[src/rtl/lcom_pkg.sv]
`default_nettype none

package lcom_pkg;

  // Field widths of the point stream and of the configuration registers.
  localparam int RANGE_W    = 20;
  localparam int RING_W     = 7;
  localparam int GAP_W      = 16;
  localparam int DIV_W      = 8;
  localparam int CURV_W     = 47;
  localparam int CFG_IDX_W  = 1;
  localparam int CFG_DATA_W = 16;

  // Window geometry: HALF_WIN neighbors on each side of the scored point.
  localparam int HALF_WIN  = 5;
  localparam int WIN_DEPTH = 2 * HALF_WIN + 2;
  localparam int EMIT_SLOT = HALF_WIN + 1;

  // Arithmetic widths derived from the window size.
  localparam int SUM_W  = RANGE_W + $clog2(HALF_WIN + 1);
  localparam int MAG_W  = RANGE_W + $clog2(2 * HALF_WIN + 1);
  localparam int SQ_W   = 2 * MAG_W;
  localparam int PROD_W = RANGE_W + DIV_W;

  // Register indexes and reset values.
  localparam logic [CFG_IDX_W-1:0] REG_GAP = CFG_IDX_W'(0);
  localparam logic [CFG_IDX_W-1:0] REG_DIV = CFG_IDX_W'(1);
  localparam logic [GAP_W-1:0]     GAP_RESET = GAP_W'(300);
  localparam logic [DIV_W-1:0]     DIV_RESET = DIV_W'(50);

  // Input item.
  typedef struct packed {
    logic [RANGE_W-1:0] range_mm;
    logic [RING_W-1:0]  ring_number;
    logic               last_of_cloud;
  } point_t;

  // Result item.
  typedef struct packed {
    logic [CURV_W-1:0]  curvature;
    logic               excluded;
    logic [RANGE_W-1:0] point_range;
    logic [RING_W-1:0]  point_ring;
    logic               final_result;
  } result_t;

  // Contents of one window cell.
  typedef struct packed {
    logic [RANGE_W-1:0] range_mm;
    logic [RING_W-1:0]  ring;
    logic               mark;
    logic               last;
    logic               valid;
  } cell_t;

  // What a cell sees of its newer neighbor.
  typedef struct packed {
    logic [RANGE_W-1:0] range_mm;
    logic [RING_W-1:0]  ring;
    logic               valid;
  } nbr_t;

  // Comparison of a cell against its newer neighbor.
  typedef struct packed {
    logic same;
    logic up;
    logic down;
  } step_t;

  // Snapshot of the window around the scored point, handed to the scoring pipeline.
  typedef struct packed {
    logic [HALF_WIN-1:0][RANGE_W-1:0] newer;
    logic [HALF_WIN-1:0][RANGE_W-1:0] older;
    logic [RANGE_W-1:0]               range_mm;
    logic [RING_W-1:0]                ring;
    logic                             last;
    logic                             edge_pt;
    logic                             occl;
  } job_t;

endpackage

`default_nettype wire

[src/rtl/lcom_cell.sv]
`default_nettype none

module lcom_cell import lcom_pkg::*; (
  input  wire logic             clk,
  input  wire logic             rst,
  input  wire logic             shift,
  input  wire logic             clear,
  input  wire logic [GAP_W-1:0] gap,
  input  wire cell_t            load,
  input  wire nbr_t             nbr,
  output cell_t                 state,
  output step_t                 step
);

  logic               valid;
  logic [RANGE_W-1:0] range_q;
  logic [RING_W-1:0]  ring_q;
  logic               mark_q;
  logic               last_q;
  logic [RANGE_W:0]   rise;
  logic [RANGE_W:0]   fall;

  // Occupancy of the cell; cleared at reset and at the end of a sweep.
  always_ff @(posedge clk) begin
    if (rst || clear) begin
      valid <= 1'b0;
    end else if (shift) begin
      valid <= load.valid;
    end
  end

  // Point data moves one cell older on every shift.
  always_ff @(posedge clk) begin
    if (shift) begin
      range_q <= load.range_mm;
      ring_q  <= load.ring;
      mark_q  <= load.mark;
      last_q  <= load.last;
    end
  end

  assign state = '{range_mm: range_q, ring: ring_q, mark: mark_q, last: last_q, valid: valid};

  // Range jumps against the newer neighbor, only within one ring.
  assign rise = {1'b0, nbr.range_mm} - {1'b0, range_q};
  assign fall = {1'b0, range_q} - {1'b0, nbr.range_mm};

  assign step.same = valid & nbr.valid & (ring_q == nbr.ring);
  assign step.up   = step.same & ~rise[RANGE_W] & (rise[RANGE_W-1:0] > RANGE_W'(gap));
  assign step.down = step.same & ~fall[RANGE_W] & (fall[RANGE_W-1:0] > RANGE_W'(gap));

endmodule

`default_nettype wire

[src/rtl/lcom_eval.sv]
`default_nettype none

module lcom_eval import lcom_pkg::*; (
  input  wire logic             clk,
  input  wire logic             rst,
  input  wire logic             job_valid,
  input  wire job_t             job,
  output logic                  job_ready,
  input  wire logic [DIV_W-1:0] divisor,
  output logic                  result_valid,
  input  wire logic             result_stall,
  output result_t               result
);

  function automatic logic [RANGE_W-1:0] absdiff(input logic [RANGE_W-1:0] a,
                                                 input logic [RANGE_W-1:0] b);
    return (a > b) ? a - b : b - a;
  endfunction

  logic               s1_v;
  logic [SUM_W-1:0]   s1_left;
  logic [SUM_W-1:0]   s1_right;
  logic [MAG_W-1:0]   s1_ten_r;
  logic [RANGE_W-1:0] s1_dprev;
  logic [RANGE_W-1:0] s1_dnext;
  logic [RANGE_W-1:0] s1_range;
  logic [RING_W-1:0]  s1_ring;
  logic               s1_last;
  logic               s1_edge;
  logic               s1_occl;

  logic               s2_v;
  logic [MAG_W-1:0]   s2_mag;
  logic [PROD_W-1:0]  s2_p_prev;
  logic [PROD_W-1:0]  s2_p_next;
  logic [RANGE_W-1:0] s2_range;
  logic [RING_W-1:0]  s2_ring;
  logic               s2_last;
  logic               s2_edge;
  logic               s2_occl;

  logic               s1_free;
  logic               s2_free;
  logic               s3_free;
  logic [SUM_W-1:0]   left_sum;
  logic [SUM_W-1:0]   right_sum;
  logic [MAG_W:0]     acc;
  logic [MAG_W:0]     acc_neg;
  logic [SQ_W-1:0]    sq;
  logic               parallel;

  // A stage takes new data when it is empty or its contents move on.
  assign s3_free   = ~result_valid | ~result_stall;
  assign s2_free   = ~s2_v | s3_free;
  assign s1_free   = ~s1_v | s2_free;
  assign job_ready = s1_free;

  // Neighbor sums on each side of the scored point.
  always_comb begin
    left_sum  = '0;
    right_sum = '0;
    for (int k = 0; k < HALF_WIN; k++) begin
      left_sum  = left_sum + SUM_W'(job.newer[k]);
      right_sum = right_sum + SUM_W'(job.older[k]);
    end
  end

  // Stage 1: sums, scaled own range and the two neighbor differences.
  always_ff @(posedge clk) begin
    if (rst) begin
      s1_v <= 1'b0;
    end else if (s1_free) begin
      s1_v <= job_valid;
    end
  end

  always_ff @(posedge clk) begin
    if (s1_free) begin
      s1_left  <= left_sum;
      s1_right <= right_sum;
      s1_ten_r <= MAG_W'(job.range_mm) * MAG_W'(2 * HALF_WIN);
      s1_dprev <= absdiff(job.newer[0], job.range_mm);
      s1_dnext <= absdiff(job.older[0], job.range_mm);
      s1_range <= job.range_mm;
      s1_ring  <= job.ring;
      s1_last  <= job.last;
      s1_edge  <= job.edge_pt;
      s1_occl  <= job.occl;
    end
  end

  // Stage 2: signed difference, its magnitude and the parallel-beam products.
  assign acc     = (MAG_W+1)'(s1_left) + (MAG_W+1)'(s1_right) - (MAG_W+1)'(s1_ten_r);
  assign acc_neg = (MAG_W+1)'(0) - acc;

  always_ff @(posedge clk) begin
    if (rst) begin
      s2_v <= 1'b0;
    end else if (s2_free) begin
      s2_v <= s1_v;
    end
  end

  always_ff @(posedge clk) begin
    if (s2_free) begin
      s2_mag    <= acc[MAG_W] ? acc_neg[MAG_W-1:0] : acc[MAG_W-1:0];
      s2_p_prev <= PROD_W'(s1_dprev) * PROD_W'(divisor);
      s2_p_next <= PROD_W'(s1_dnext) * PROD_W'(divisor);
      s2_range  <= s1_range;
      s2_ring   <= s1_ring;
      s2_last   <= s1_last;
      s2_edge   <= s1_edge;
      s2_occl   <= s1_occl;
    end
  end

  // Stage 3: square and final flag, held in the output register.
  assign sq       = SQ_W'(s2_mag) * SQ_W'(s2_mag);
  assign parallel = (s2_p_prev > PROD_W'(s2_range)) & (s2_p_next > PROD_W'(s2_range));

  always_ff @(posedge clk) begin
    if (rst) begin
      result_valid <= 1'b0;
    end else if (s3_free) begin
      result_valid <= s2_v;
    end
  end

  always_ff @(posedge clk) begin
    if (s3_free) begin
      result.curvature    <= s2_edge ? '0 : CURV_W'(sq);
      result.excluded     <= s2_edge | s2_occl | parallel;
      result.point_range  <= s2_range;
      result.point_ring   <= s2_ring;
      result.final_result <= s2_last;
    end
  end

endmodule

`default_nettype wire

[src/rtl/lidar_curvature_occlusion_marker_top.sv]
// Throughput: one point per cycle while point_stall is low. A point with last_of_cloud
// set is followed by internal shift cycles that drain the window, during which no new
// point is taken. A point is scored once six newer points have entered (or the sweep
// ends); its result then passes through the scoring pipeline into the output register.
// Reset (synchronous, rst high) empties the window and the scoring pipeline and loads
// the occlusion gap with 300 mm and the parallel-beam divisor with 50.
`default_nettype none

module lidar_curvature_occlusion_marker_top import lcom_pkg::*; (
  input  wire logic                  clk,
  input  wire logic                  rst,
  input  wire logic                  point_valid,
  output logic                       point_stall,
  input  wire point_t                point,
  output logic                       result_valid,
  input  wire logic                  result_stall,
  output result_t                    result,
  input  wire logic                  cfg_valid,
  output logic                       cfg_ready,
  input  wire logic [CFG_IDX_W-1:0]  cfg_index,
  input  wire logic [CFG_DATA_W-1:0] cfg_data
);

  logic [GAP_W-1:0] gap;
  logic [DIV_W-1:0] divisor;
  logic             pend;
  logic             flushing;

  cell_t cells [WIN_DEPTH];
  cell_t loads [WIN_DEPTH];
  nbr_t  nbrs  [WIN_DEPTH];
  step_t steps [WIN_DEPTH];

  job_t  job;
  logic  job_ready;
  logic  job_take;
  logic  can_shift;
  logic  accept;
  logic  bubble;
  logic  shift;
  logic  finish;

  // Configuration registers; a write is always taken.
  assign cfg_ready = 1'b1;

  always_ff @(posedge clk) begin
    if (rst) begin
      gap     <= GAP_RESET;
      divisor <= DIV_RESET;
    end else if (cfg_valid) begin
      unique case (cfg_index)
        REG_GAP: gap     <= cfg_data[GAP_W-1:0];
        REG_DIV: divisor <= cfg_data[DIV_W-1:0];
      endcase
    end
  end

  // The window shifts on an accepted point, or on an empty slot while the sweep drains.
  // It holds while the scored point has not yet been taken by the pipeline.
  assign job_take    = pend & job_ready;
  assign can_shift   = ~pend | job_take;
  assign point_stall = flushing | ~can_shift;
  assign accept      = point_valid & ~point_stall;
  assign bubble      = flushing & can_shift;
  assign shift       = accept | bubble;
  assign finish      = job_take & cells[EMIT_SLOT].last;

  always_ff @(posedge clk) begin
    if (rst) begin
      pend     <= 1'b0;
      flushing <= 1'b0;
    end else begin
      priority if (finish) begin
        pend     <= 1'b0;
        flushing <= 1'b0;
      end else if (shift) begin
        pend     <= cells[EMIT_SLOT-1].valid;
        flushing <= flushing | (accept & point.last_of_cloud);
      end else if (job_take) begin
        pend <= 1'b0;
      end
    end
  end

  // Feed of each cell: the head takes the new point (or an empty slot while draining),
  // every other cell takes its newer neighbor.
  always_comb begin
    nbrs[0]  = '{range_mm: point.range_mm, ring: point.ring_number, valid: ~flushing};
    loads[0] = '{range_mm: point.range_mm, ring: point.ring_number, mark: steps[0].up,
                 last: point.last_of_cloud, valid: ~flushing};
    for (int k = 1; k < WIN_DEPTH; k++) begin
      nbrs[k]  = '{range_mm: cells[k-1].range_mm, ring: cells[k-1].ring,
                   valid: cells[k-1].valid};
      loads[k] = cells[k-1];
    end
  end

  // Row of window cells, newest first.
  for (genvar k = 0; k < WIN_DEPTH; k++) begin : g_cell
    lcom_cell u_cell (
      .clk   (clk),
      .rst   (rst),
      .shift (shift),
      .clear (finish),
      .gap   (gap),
      .load  (loads[k]),
      .nbr   (nbrs[k]),
      .state (cells[k]),
      .step  (steps[k])
    );
  end

  // Snapshot around the scored cell: ring edges, near-side drops and far-side marks.
  always_comb begin
    job.range_mm = cells[EMIT_SLOT].range_mm;
    job.ring     = cells[EMIT_SLOT].ring;
    job.last     = cells[EMIT_SLOT].last;
    for (int k = 0; k < HALF_WIN; k++) begin
      job.newer[k] = cells[EMIT_SLOT-1-k].range_mm;
      job.older[k] = cells[EMIT_SLOT+1+k].range_mm;
    end
    job.edge_pt = 1'b0;
    for (int k = 2; k < WIN_DEPTH; k++) begin
      job.edge_pt = job.edge_pt | ~steps[k].same;
    end
    job.occl = 1'b0;
    for (int k = 1; k <= EMIT_SLOT; k++) begin
      job.occl = job.occl | steps[k].down;
    end
    for (int k = EMIT_SLOT; k < WIN_DEPTH; k++) begin
      job.occl = job.occl | cells[k].mark;
    end
  end

  // Scoring pipeline with the output register.
  lcom_eval u_eval (
    .clk          (clk),
    .rst          (rst),
    .job_valid    (pend),
    .job          (job),
    .job_ready    (job_ready),
    .divisor      (divisor),
    .result_valid (result_valid),
    .result_stall (result_stall),
    .result       (result)
  );

endmodule

`default_nettype wire
[config.mk]
export PLATFORM = sky130hd
export DESIGN_NAME = lidar_curvature_occlusion_marker_top
export DESIGN_NICKNAME = d
export VERILOG_FILES = /design/src/rtl/lcom_pkg.sv /design/src/rtl/lcom_cell.sv /design/src/rtl/lcom_eval.sv /design/src/rtl/lidar_curvature_occlusion_marker_top.sv
export SDC_FILE = /design/constraint.sdc
export NUM_CORES = 2
export LEC_CHECK = 0
export ABC_AREA = 1
export BUFFER_PORTS_ARGS = -buffer_cell sky130_fd_sc_hd__buf_2
export CAP_MARGIN = 20
export CORE_MARGIN = 2
export CORE_UTILIZATION = 30
export CTS_BUF_LIST = sky130_fd_sc_hd__clkbuf_8
export CTS_CLUSTER_DIAMETER = 80
export CTS_CLUSTER_SIZE = 8
export DETAILED_ROUTE_END_ITERATION = 8
export GPL_TIMING_DRIVEN = 0
export PLACE_DENSITY_LB_ADDON = 0.15
export SETUP_SLACK_MARGIN = 0.1
export SLEW_MARGIN = 20
export SYNTH_ARGS = -nofsm -noshare
export SYNTH_HDL_FRONTEND = slang
export SYNTH_SLANG_ARGS = --single-unit
[constraint.sdc]
create_clock -name clk -period 20.4 [get_ports clk]
set_input_delay 3.06 -clock clk [delete_from_list [all_inputs] [get_ports clk]]
set_output_delay 3.06 -clock clk [all_outputs]
set_load 0.02 [all_outputs]
Word level (Yosys, flattened, before mapping):

Index checks and enable logic that the tools add are counted.

* bits in registers: 709
* output and inout port bits: 79
* input port bits: 50

* reduce and logical (&&, ||, !) cells: 5
* multipliers: 4
* bitwise operators: 99
* eq/ne operators: 12
* add/subtract/negate cells: 22
* $lt $le $gt $ge: 11
* mux-type cells: 5

Operators by type and width (number)
* subtractor 20 x 20 -> 21 bit: 7
* > comparator 20 x 16 -> 1 bit: 7
* adder 23 x 20 -> 23 bit: 6
* equality test 7 bit: 12
* subtractor 20 bit: 4
* > comparator 28 x 20 -> 1 bit: 2
* multiplier 20 x 8 -> 28 bit: 2
* multiplier 24 x 24 -> 47 bit: 1
* bitwise AND 1 bit: 44
* adder 20 x 20 -> 21 bit: 2
* > comparator 20 bit: 2
* two-way mux 20 bit: 2
* bitwise OR 1 bit: 29
* NOT 1 bit: 26
* subtractor 24 x 24 -> 25 bit: 1
* adder 23 x 23 -> 24 bit: 1
* two-way mux 24 bit: 1
* subtractor 1 x 24 -> 24 bit (first input constant): 1
* multiplier 20 x 3 -> 23 bit (second input constant): 1
* AND reduction 2 bit: 2
* two-way mux 1 bit: 2
* nonzero test 2 bit: 1
* OR reduction 2 bit: 1
* logical OR 1 bit: 1

Depth between registers and ports, before layout:

* depth after elaboration: 15
* mapped depth: 30

By module:

From an unflattened synthesis, not the netlist that was laid out.

* cell total of the unflattened synthesis: 13719
* area, all modules: 104226.2 um^2

Modules (own cells, without submodules)
* lcom_eval: seq. area each 9729.3 um^2, area each 51084.0 um^2, instances 1, cells each 5999
* lcom_cell at g_cell[0].u_cell ...: seq. area each 890.9 um^2, area each 4332.9 um^2, instances 10, cells each 632
* lcom_cell at g_cell[9].u_cell: seq. area each 890.9 um^2, area each 4446.8 um^2, instances 1, cells each 628
* lcom_cell at g_cell[2].u_cell: seq. area each 890.9 um^2, area each 4344.2 um^2, instances 1, cells each 631
* lidar_curvature_occlusion_marker_top: seq. area each 520.5 um^2, area each 1022.2 um^2, instances 1, cells each 141

Least setup slack after synthesis:

No wires, ideal clock.

* path kind: input port to flip-flop
* start: input port result_stall
* end: register g_cell[2].u_cell.valid
* cell stages on the path: 9
* setup time: 0.523 ns
* setup slack: -0.415 ns
* path buffers: 1
* arrival: 20.292 ns
* path through: nand2_1 -> nor2_1 -> inv_1 -> nor2_1 -> inv_1 -> nor2_1 -> o21ai_0 -> clkbuf_1 -> a21oi_1

* longest elaborated chain between the ends: 11

Ends and longest elaborated chain
* start, declared: line lidar_curvature_occlusion_marker_top.sv:16 `input wire logic result_stall,`
* NOT 1 bit *: line lcom_eval.sv:53 `assign s3_free = ~result_valid | ~result_stall;`
* bitwise OR 1 bit *: line lcom_eval.sv:53
* bitwise OR 1 bit *: line lcom_eval.sv:54 `assign s2_free = ~s2_v | s3_free;`
* via u_eval.s2_free: line lcom_eval.sv:43 `logic s2_free;`
* bitwise OR 1 bit *: line lcom_eval.sv:55 `assign s1_free = ~s1_v | s2_free;`
* bitwise AND 1 bit *: line lidar_curvature_occlusion_marker_top.sv:60 `assign job_take = pend & job_ready;`
* bitwise OR 1 bit *: line lidar_curvature_occlusion_marker_top.sv:61 `assign can_shift = ~pend | job_take;`
* NOT 1 bit: line lidar_curvature_occlusion_marker_top.sv:62 `assign point_stall = flushing | ~can_shift;`
* bitwise OR 1 bit: line lidar_curvature_occlusion_marker_top.sv:62
* NOT 1 bit: line lidar_curvature_occlusion_marker_top.sv:63 `assign accept = point_valid & ~point_stall;`
* bitwise AND 1 bit: line lidar_curvature_occlusion_marker_top.sv:63
* bitwise OR 1 bit *: line lidar_curvature_occlusion_marker_top.sv:65 `assign shift = accept | bubble;`
* via g_cell[0].u_cell.shift: line lcom_cell.sv:6 `input wire logic shift,`
* end signal, assigned: line lcom_cell.sv:28 `valid <= load.valid;`
* end, declared: line lcom_cell.sv:15 `logic valid;`

Mark *: on every way through the listed nets, which the timed path passes. The rest lies on a longest branch.
A chain may end at the register's enable or synchronous reset.

Worst setup path in the final report:

* start: input port result_stall
* end: output port point_stall

* longest elaborated chain between the ends: 8

Ends and longest elaborated chain
* NOT 1 bit: line lcom_eval.sv:53
* bitwise OR 1 bit: line lcom_eval.sv:53
* via u_eval.s3_free: line lcom_eval.sv:44 `logic s3_free;`
* bitwise OR 1 bit: line lcom_eval.sv:54
* via u_eval.s2_free: line lcom_eval.sv:43
* bitwise OR 1 bit: line lcom_eval.sv:55
* bitwise AND 1 bit: line lidar_curvature_occlusion_marker_top.sv:60
* bitwise OR 1 bit: line lidar_curvature_occlusion_marker_top.sv:61
* NOT 1 bit: line lidar_curvature_occlusion_marker_top.sv:62
* bitwise OR 1 bit: line lidar_curvature_occlusion_marker_top.sv:62
* end, declared: line lidar_curvature_occlusion_marker_top.sv:13 `output logic point_stall,`

The timed path passes the listed nets, and every way through them passes these cells.

==> metrics.txt <==
largest area contributor in the netlist=edfxtp_1; max cap viols=0; setup TNS=0 ps; grt total ovfl=0; R2R depth=23; most area-consuming cells after synthesis=edfxtp_1 (27%), fa_1 (20%), ha_1 (13%), inv_1 (10%), nand2_1 (9.0%); Layout area overhead=9.35%; Starting Density=30.1%; I/O Buffers=~130; post-route ant nets=0; Final Max Slew Viols=0; vias in the first global route=between 50,000 and 60,000; largest net degree at the start of global routing=between 90 and 100; endpoint of the worst register-to-register path=u_eval.result[54]; num rows=182; GP Congestion=0.896; Crit Path Category=in2out; Die W=500 µm; clock tree sinks=706; CTS tree=yes; Critical Path AT=roughly 5200 ps; CTS Root Cell=clkbuf_8; total number of vias=56,100; Max Freq=roughly 120 MHz; gr usage total=about a fifth; Longest Clk Path Bufs=3; wire per inst=19.3 µm; Seq cells post-synth=approximately 710; most frequent cells in the layout=inv_1 (2,045), nand2_1 (1,772), ha_1 (764), fa_1 (753), edfxtp_1 (665); drt pass-1 iters=5; Post-CTS Resized=0; commonest non-fill, non-tap cell in the layout=inv_1; Post-CTS Hold Buffers=0; Post-synth top flop=edfxtp_1; Hold Path Depth=0; CP max stage delay=450 ps; Synth top area share=between 20% and 30%; dpl hpwl=slightly below 200 mm; Synth Warn #=0; Crit. End Element=primary output; cts bufs inserted=around 110; Initial DRC Count=roughly 3,200; actual slew at the worst max-slew pin=1110 ps; share of layout cells above drive strength 1=under 10%; post-synthesis sequential area ratio=28.1%; post-synthesis average cell area=slightly below 9 µm²; Total Wirelength=234 mm; DP Cell Count=approximately 12,000; status=complete, no violations; latest clock arrival within the worst-skew pair=between 900 and 1000 ps; Hold Path Class=reg2reg; Final #Nets=just over 10,000; first-pass GRT wire length=between 300 and 400 mm; synthesized area=~74,000 µm²; Hold EP=u_eval.result[13]; slew margin rel.=between 20% and 30%; worst-path cell chain=buf_2, nand2_4, nor2_1, inv_8, nor2_1, inv_8, nor2_1, inv_1, nand2_1, buf_2; synthesized net count=roughly 10,000; fin crit period=8210 ps; Die ar.=roughly 250,000 µm²; io pins=129; worst reg2reg startpoint=u_eval.s2_mag[5]; Critical Path Source Type=primary input; Via density=between 4 and 5; die height=500 µm; Setup violations, final=0; Post-synth ARST share=0%; Clock Skews=about 130 ps; number of synthesized flops with an enable pin=between 600 and 700; DRC=0; Crit Path Max Fanout=between 40 and 50; Hold Violations, Final=0; Yosys cell types=between 60 and 70; Setup Fix Bufs, Post-CTS=0; Hold Crit Start=u_eval.s2_range[5]; Post-Layout Cell Count=roughly 12,000; Final period util=between 40% and 50%; slowest CP cell=nor2_1; Mapped Cells=between 8,000 and 9,000; hold_ws=around 360 ps; initial antenna violation count=7; number of H-tree levels=3; RSZ-0062 raised after global routing=false; r2r setup slk=~12,000 ps; Core ar.=roughly 250,000 µm²; Worst Path Required=roughly 17,000 ps; CP dominant cell by count=nor2_1; clock-pin transition on the worst setup and hold timing paths=approximately 60 ps
## how the worst max path moves through the flow
stage	slack, ps	to	cells past startpoint	from
6_report	12190	point_stall	10	result_stall
5_1_grt	11940	point_stall	10	result_stall
4_1_cts	12080	point_stall	10	result_stall
3_5_place_dp	12080	point_stall	10	result_stall
3_3_place_gp	-2340	g_cell[11].u_cell.range_q[0]	9	result_stall
2_1_floorplan	4930	g_cell[0].u_cell.last_q	8	result_stall
## metal layers
metal  part of all wire (%)  wire length, µm  GRT usage (%)  vias up
met5                      0                0              0        -
met4                    3.2             7490           5.71        0
met3                    4.1             9590           2.45      302
met2                     48           112000           32.4     1099
met1                     45           104000           24.0    27200
li1                       -                -              -    27400
## state kept, by name, summed over array words and instances, names as in the netlist, 16 cells and up
register,cells
u_eval.s1_left,23
u_eval.s1_ten_r,21
u_eval.result,75
u_eval.s1_dnext,20
g_cell.u_cell.range_q,240
gap,16
u_eval.s2_range,20
u_eval.s1_right,23
g_cell.u_cell.ring_q,84
u_eval.s1_range,20
u_eval.s2_p_prev,28
u_eval.s1_dprev,20
u_eval.s2_mag,24
u_eval.s2_p_next,28
## critical path, delay by kind of cell
kind	cells	cell delay, ps
and+or+nand+nor	5	1400
buffers and inverters	5	680
## cell type report
| class | count | area, µm² |
|---|---|---|
| Timing Repair Buffer | 134 | 831 |
| Multi-Input combinational cell | 5643 | 44700 |
| Clock buffer | 110 | 1510 |
| Tap cell | 3220 | 4030 |
| Inverter | 2029 | 7630 |
| Antenna cell | 6 | 15.0 |
| Sequential cell | 706 | 20800 |
| Buffer | 179 | 808 |
| Fill cell | 26000 | 165000 |
| Clock inverter | 59 | 489 |
## Yosys cell counts, types with 22 or more instances
cell type and number:
a211oi_1 22, a21o_1 45, a21oi_1 539, a31oi_1 44, clkbuf_1 106, clkbuf_2 45, dfxtp_1 41, edfxtp_1 665
fa_1 753, ha_1 764, inv_1 2015, nand2_1 1773, nand3_1 215, nand4_1 83, nor2_1 453, nor3_1 58
nor4_1 29, o21a_1 24, o21ai_0 262, o21ai_1 33, o21bai_1 31, xnor2_1 114, xor2_1 216
## logic make-up (layout without fill, tap and decap cells)
family                   count (synthesis)  in the layout  synth area share (%)
flip-flops                             706            706                  28.1
AND/OR/NAND/NOR                       2676           2676                  14.7
XOR/XNOR                               330            330                  3.91
buffers and inverters                 2208           2511                  11.4
other                                    2              8                0.0102
adder cells (fa/ha/maj)               1517           1517                  33.3
AO/OA/AOI/OAI                         1116           1116                  8.49
multiplexers                             2              2                0.0288
## metrics by stage
| stage | util, % | worst slack [ps] | cell area [µm²] |
|---|---|---|---|
| floorplan | - | 4930 | 73900 |
| global placement | 32.0 | -2340 | 78600 |
| detailed placement | 32.1 | 12080 | 78800 |
| CTS | 32.9 | 12080 | 80800 |
| global route | 32.9 | 11940 | 80800 |
| finish | 32.9 | 12190 | 80800 |
Power is left out: the tool's default activity adds up to more than one toggle a clock period on the data nets, which glitch-free logic cannot reach.
